<file path="src/rtl/assert_macros.svh">
// ---------------------------------------------------------------------------
// assert_macros.svh
// Assertion shorthands clocked on clk and disabled while rst_n is low.
// ---------------------------------------------------------------------------
`ifndef ASSERT_MACROS_SVH
`define ASSERT_MACROS_SVH

// Checked at every edge outside reset.
`define FQD_ASSERT(lbl, prop, msg) \
    lbl: assert property (@(posedge clk) disable iff (!rst_n) prop) \
        else $error(msg);

// Implication shorthand.
`define FQD_ASSERT_IMP(lbl, pre, post, msg) \
    lbl: assert property (@(posedge clk) disable iff (!rst_n) (pre) |-> (post)) \
        else $error(msg);

`endif

</file>
<file path="src/rtl/fqd_pkg.sv">
// ---------------------------------------------------------------------------
// fqd_pkg
// Shared sizes, codes and types of the tag queue with delete.
// ---------------------------------------------------------------------------
package fqd_pkg;

    localparam int QUEUE_DEPTH = 16;
    localparam int TAG_WIDTH   = 32;
    localparam int CNT_W       = $clog2(QUEUE_DEPTH + 1);
    localparam int ACTION_W    = 2;
    localparam int STATUS_W    = 3;

    typedef enum logic [ACTION_W-1:0] {
        ACT_ENQ = 2'd0,
        ACT_DEQ = 2'd1,
        ACT_DEL = 2'd2
    } act_t;

    typedef enum logic [STATUS_W-1:0] {
        ST_OK       = 3'd0,
        ST_NULL     = 3'd1,
        ST_EMPTY    = 3'd2,
        ST_FULL     = 3'd3,
        ST_NOTFOUND = 3'd4
    } status_t;

    typedef struct packed {
        logic                 shift_all;
        logic                 del_go;
        logic                 load;
        logic [TAG_WIDTH-1:0] tag;
    } cell_ctl_t;

endpackage

</file>
<file path="src/rtl/fqd_cell.sv">
// ---------------------------------------------------------------------------
// fqd_cell
// One queue slot: holds a tag, compares it, loads it at the tail, shifts from its right neighbor.
// ---------------------------------------------------------------------------
module fqd_cell (
    input  logic                          clk,
    input  fqd_pkg::cell_ctl_t            ctl,
    input  logic                          live,
    input  logic                          tail,
    input  logic                          hit_in,
    input  logic [fqd_pkg::TAG_WIDTH-1:0] right_data,
    output logic [fqd_pkg::TAG_WIDTH-1:0] data,
    output logic                          hit_out
);
    import fqd_pkg::*;

    logic [TAG_WIDTH-1:0] data_reg;
    logic [TAG_WIDTH-1:0] data_next;
    logic                 match;

    assign match   = live && (data_reg == ctl.tag);
    assign hit_out = hit_in || match;
    assign data    = data_reg;

    always_comb
    begin
        data_next = data_reg;
        if (ctl.shift_all || (ctl.del_go && hit_out))
        begin
            data_next = right_data;
        end
        else if (ctl.load && tail)
        begin
            data_next = ctl.tag;
        end
    end

    always_ff @(posedge clk)
    begin
        data_reg <= data_next;
    end

endmodule

</file>
<file path="src/rtl/fifo_queue_with_delete.sv">
// ---------------------------------------------------------------------------
// fifo_queue_with_delete
// Bounded order-keeping queue of nonzero tags with delete of the first match.
// ---------------------------------------------------------------------------
// An item is taken when start is high and busy is low; busy is high during
// reset and in the first cycle after it. The command is registered, then
// executed in the next cycle across a row of slot cells that compare every
// entry in parallel and shift toward the head; done is high for one cycle,
// registered with status, tag_out and occupancy as the command executes.
// One item is taken every cycle, so the rate is one item per cycle. The
// receiver cannot stall: a result not taken during its done cycle is gone.
// ---------------------------------------------------------------------------
`include "assert_macros.svh"

module fifo_queue_with_delete (
    input  logic                          clk,
    input  logic                          rst_n,
    input  logic                          start,
    output logic                          busy,
    input  logic [fqd_pkg::ACTION_W-1:0]  action,
    input  logic [fqd_pkg::TAG_WIDTH-1:0] tag_in,
    output logic                          done,
    output logic [fqd_pkg::STATUS_W-1:0]  status,
    output logic [fqd_pkg::TAG_WIDTH-1:0] tag_out,
    output logic [fqd_pkg::CNT_W-1:0]     occupancy
);
    import fqd_pkg::*;

    logic                 ready_reg;
    logic                 cmd_vld_reg;
    logic [ACTION_W-1:0]  cmd_act_reg;
    logic [TAG_WIDTH-1:0] cmd_tag_reg;
    logic [CNT_W-1:0]     count_reg;
    logic [CNT_W-1:0]     count_next;
    logic                 done_reg;
    status_t              status_reg;
    status_t              status_next;
    logic [TAG_WIDTH-1:0] tag_out_reg;
    logic [TAG_WIDTH-1:0] tag_out_next;

    cell_ctl_t            ctl;
    logic [TAG_WIDTH-1:0] cell_data [QUEUE_DEPTH];
    logic [QUEUE_DEPTH:0] hit;
    logic                 found;
    logic                 is_null;
    logic                 empty;
    logic                 full;

    assign busy = !ready_reg;

    assign hit[0]  = 1'b0;
    assign found   = hit[QUEUE_DEPTH];
    assign is_null = (cmd_tag_reg == '0);
    assign empty   = (count_reg == '0);
    assign full    = (count_reg == CNT_W'(QUEUE_DEPTH));

    for (genvar i = 0; i < QUEUE_DEPTH; i++)
    begin : g_cell
        logic [TAG_WIDTH-1:0] right;

        if (i == QUEUE_DEPTH - 1)
        begin : g_last
            assign right = cell_data[i];
        end
        else
        begin : g_mid
            assign right = cell_data[i+1];
        end

        fqd_cell u_cell (
            .clk        (clk),
            .ctl        (ctl),
            .live       (CNT_W'(i) < count_reg),
            .tail       (CNT_W'(i) == count_reg),
            .hit_in     (hit[i]),
            .right_data (right),
            .data       (cell_data[i]),
            .hit_out    (hit[i+1])
        );
    end

    always_comb
    begin
        ctl          = '0;
        ctl.tag      = cmd_tag_reg;
        status_next  = ST_OK;
        tag_out_next = '0;
        count_next   = count_reg;
        if (cmd_vld_reg)
        begin
            unique case (act_t'(cmd_act_reg))
                ACT_ENQ:
                begin
                    if (is_null)
                        status_next = ST_NULL;
                    else if (full)
                        status_next = ST_FULL;
                    else
                    begin
                        ctl.load   = 1'b1;
                        count_next = count_reg + CNT_W'(1);
                    end
                end
                ACT_DEQ:
                begin
                    if (empty)
                        status_next = ST_EMPTY;
                    else
                    begin
                        ctl.shift_all = 1'b1;
                        tag_out_next  = cell_data[0];
                        count_next    = count_reg - CNT_W'(1);
                    end
                end
                ACT_DEL:
                begin
                    if (is_null)
                        status_next = ST_NULL;
                    else if (empty)
                        status_next = ST_EMPTY;
                    else if (!found)
                        status_next = ST_NOTFOUND;
                    else
                    begin
                        ctl.del_go = 1'b1;
                        count_next = count_reg - CNT_W'(1);
                    end
                end
                default:
                begin
                    status_next = ST_OK;
                end
            endcase
        end
    end

    always_ff @(posedge clk or negedge rst_n)
    begin
        if (!rst_n)
        begin
            ready_reg   <= 1'b0;
            cmd_vld_reg <= 1'b0;
            count_reg   <= '0;
            done_reg    <= 1'b0;
        end
        else
        begin
            ready_reg   <= 1'b1;
            cmd_vld_reg <= start && ready_reg;
            count_reg   <= count_next;
            done_reg    <= cmd_vld_reg;
        end
    end

    always_ff @(posedge clk)
    begin
        if (start && ready_reg)
        begin
            cmd_act_reg <= action;
            cmd_tag_reg <= tag_in;
        end
        status_reg  <= status_next;
        tag_out_reg <= tag_out_next;
    end

    assign done      = done_reg;
    assign status    = status_reg;
    assign tag_out   = tag_out_reg;
    assign occupancy = count_reg;

    `FQD_ASSERT(a_count_max, count_reg <= CNT_W'(QUEUE_DEPTH), "count above depth")
    `FQD_ASSERT_IMP(a_occ_step, done, (count_reg == $past(count_reg)) || (count_reg == $past(count_reg) + CNT_W'(1)) || (count_reg + CNT_W'(1) == $past(count_reg)), "occupancy jumped")
    `FQD_ASSERT_IMP(a_deq_shrinks, done && (tag_out != '0), count_reg + CNT_W'(1) == $past(count_reg), "dequeue without shrink")
    `FQD_ASSERT_IMP(a_no_hit_empty, cmd_vld_reg && (count_reg == '0), !found, "match in empty queue")

endmodule
</file>
<file path="config.mk">
export PLATFORM = sky130hd
export DESIGN_NAME = fifo_queue_with_delete
export DESIGN_NICKNAME = d
export VERILOG_FILES = /design/src/rtl/fqd_pkg.sv /design/src/rtl/fqd_cell.sv /design/src/rtl/fifo_queue_with_delete.sv
export VERILOG_INCLUDE_DIRS = /design/src /design/src/rtl
export SDC_FILE = /design/constraint.sdc
export NUM_CORES = 1
export LEC_CHECK = 0
export ABC_CLOCK_PERIOD_IN_PS = 5600
export BUFFER_PORTS_ARGS = -buffer_cell sky130_fd_sc_hd__buf_2
export CORE_MARGIN = 2
export CORE_UTILIZATION = 53
export CTS_CLUSTER_SIZE = 28
export DETAILED_ROUTE_END_ITERATION = 16
export PLACE_DENSITY = 0.7
export SYNTH_ARGS = -nofsm -noshare
export SYNTH_HDL_FRONTEND = slang
export SYNTH_SLANG_ARGS = --single-unit
</file>
<file path="constraint.sdc">
create_clock -name clk -period 5.6 [get_ports clk]
set_input_delay 1.12 -clock clk [delete_from_list [all_inputs] [get_ports clk]]
set_output_delay 1.12 -clock clk [all_outputs]
set_load 0.03 [all_outputs]
</file>
==> results.md <==
* Status: completed
* H-tree lvl count at 3
* Area grow syn2layout at 9.76%
* GPL Wtd Cong at 1.01
* CTS tree: done
* Combinational group share of total power at 9.0%
* Slew margin rel. at 15.7%
* Worst-path maximum fanout at 18
* Initial DRC Count at 2,600
* Worst-Margin Slew at 1260 ps
* #FFs+latches synth at 589
* Clock transition at the registers of the reported paths at 60 ps
* Core Rows at 91
* Grt ovf at 0
* CP Data Arrival Time at 5100 ps
* Vias in the first global route at 22,400
* Post-cts resize count at 0
* Commonest non-fill, non-tap cells in the layout: edfxtp_1, mux2_2, xor2_1, xnor2_1, nand2_1
* P_int at 7.95 mW
* DR WL/cell at 28.3 µm
* Period Utilization, post-route at 84.9%
* Global-route wire length before repair at 148 mm
* Final clock skew at 35.6 ps
* Vias per cell at 6.37
* Yosys warns at 0
* VDD IR max at 222 µV
* Max-slew violation count at 0
* Power Density at 290 nW/µm²
* Post-layout nets at 2,693
* Period minus WS final at 4750 ps
* Leading cell type in the layout, fill and taps excluded: edfxtp_1
* Number of synthesized flops with an enable pin at 546
* FMAX at 0.210 GHz
* Hold crit path type: input port to async pin
* Total nets after synthesis at 2,680
* Num CTS Buffers at 68
* Largest net degree at the start of global routing at 105
* Starting Density at 53.7%
* Final setup TNS at 0 ps
* Largest register FFs at 512
* Syn Area/Cell at 12.6 µm²
* Top_reg_cell synth: edfxtp_1
* Maximum root-to-sink buffer count at 3
* Post-Synthesis Cells at 2,634
* Final Util at 58.9%
* Clk network pwr share at 43.2%
* CP Class: flip-flop to flip-flop
* Antenna violations before repair at 4
* Fillers at 4,883
* CP endpoint kind: flip-flop
* Pre-antenna DRT Iters at 5
* Vias at 22,600
* Seq/Total Area, Yosys at 52.1%
* Hold Buf Count CTS at 0
* GRT Overall Usage at 31.1%
* Post-synthesis async set-or-reset flop share at 1.36%
* Die Span Y at 254 µm
* Share of post-route cells with drive strength above 1 at 24.4%
* Worst skew pair latency at 630 ps
* I/O Buffers at 78
* Final setup viols at 0
* CTS Sinks at 589
* RSZ-0062 raised after global routing: no
* Mapped Area at 33,200 µm²
* Root buf cell: clkbuf_16
* Final hold vios at 0
* DRC at 0
* DP Wirelength at 69.8 mm
* Die width at 254 µm
* Post-CTS Setup Inserts at 0
* CP required at 5950 ps
* Synth cell types at 75
* P_leak at 12.1 nW
* Switching power at 2.62 mW
* Routed wire length at 100 mm
* Die area at 64,700 µm²
* Max-cap viol count at 0
* Worst setup SP type: flip-flop
* Switching share of power at 24.8%
* Post-route ant nets at 0
* Core ar. at 61,800 µm²
* Sequential Power Share at 47.8%
* I/O pin cnt at 79
[stage by stage]
step	total power, mW	worst slack (ps)	instances	cell area [µm²]	hold slack [ps]
final	10.6	846	3539	36400	382
after global routing	10.8	756	3537	36400	364
after CTS	10.6	939	3537	36400	364
after detailed placement	6.07	966	3414	34200	486
after global placement	6.05	1010	3414	34200	494
after floorplan	5.73	1170	2634	33200	421
[per-layer routing]
layer  routed length [µm]  vias to the layer above  track usage, %
met5                   15                        -               0
met4                 4730                        2            13.8
met3                 8920                      273            6.34
met2                46600                     1194            49.8
met1                39800                    11200            41.1
li1                     -                     9880               -
[power by group through the flow]
stage / combinational, mW / clock [mW] / sequential, mW
floorplan: 0.665 / 0 / 5.06
global placement: 0.910 / 0 / 5.14
detailed placement: 0.925 / 0 / 5.14
CTS: 0.931 / 4.62 / 5.05
global route: 1.00 / 4.78 / 5.06
finish: 0.947 / 4.57 / 5.05
[path summary, 6_finish.rpt]
check                                                      endpoint  slack, ps                                 from  cells after the start
worst max-delay path            g_cell[6].u_cell.data[24]$_DFFE_PP_        850            cmd_tag_reg[15]$_DFFE_PP_                      9
worst min-delay path                                 done$_DFF_PN0_        380                                rst_n                      1
worst max register to register  g_cell[6].u_cell.data[24]$_DFFE_PP_        850            cmd_tag_reg[15]$_DFFE_PP_                      9
worst min register to register               tag_out[24]$_SDFF_PP0_        500  g_cell[0].u_cell.data[24]$_DFFE_PP_                      1
max in group asynchronous                  occupancy[3]$_DFFE_PN0P_       5000                                rst_n                      1
min in group clk                             tag_out[24]$_SDFF_PP0_        500  g_cell[0].u_cell.data[24]$_DFFE_PP_                      1
[cell type report]
class / instances / area, µm² / share of cell area [%]
clock buffer: 90 / 1880 / 5.15
inverter: 12 / 45.0 / 0.124
antenna: 2 / 5.00 / 0.0137
timing repair buffer: 186 / 1260 / 3.47
tap: 837 / 1050 / 2.87
sequential: 589 / 17300 / 47.5
clock inverter: 33 / 369 / 1.01
multi-input combinational: 1790 / 14500 / 39.9
[Yosys cell counts, types with 4 or more instances]
master	count	area (µm²)
edfxtp_1	546	16400
mux2_2	314	3540
xor2_1	277	2430
xnor2_1	235	2060
nand2_1	144	541
nor4_1	110	688
nand3_1	99	495
clkbuf_1	91	342
nand4_1	87	544
o21ai_0	72	360
mux2_1	71	800
buf_2	69	345
o311ai_0	65	569
a31oi_1	64	400
buf_4	39	293
dfxtp_1	35	701
and2_1	34	213
buf_6	32	360
nor2_1	32	120
mux2_4	29	435
nor3_1	25	125
inv_1	12	45.0
and3_1	9	56.3
buf_1	9	33.8
ha_1	9	113
dfrtp_1	8	200
a21oi_1	7	35.0
nor2b_1	7	43.8
nor4b_1	6	52.6
or3_1	6	37.5
or4_1	6	45.0
nand4b_1	5	43.8
o21a_1	5	37.5
a2111oi_0	4	35.0
[cell families (layout without fill, tap and decap cells)]
kind of cell	count (synthesis)	count (layout)	synth area share, %
buf+inv	255	321	4.41
mux	417	417	14.5
xor+xnor	512	512	13.5
fa+ha+maj	9	9	0.339
other cells	1	3	0.0113
compound gates	256	256	5.44
flops	589	589	52.1
simple gates	595	595	9.74
[critical path, cell delays in order (launching register included)]
cell and delay [ps]:
edfxtp_1 1150, xor2_1 390, nor4_1 110, nand4_1 130
nor4_1 80, nor3_1 970, nand3_1 290, a21oi_4 580
buf_4 350, mux2_2 380
No activity file was read; power rests on OpenSTA's default activity.
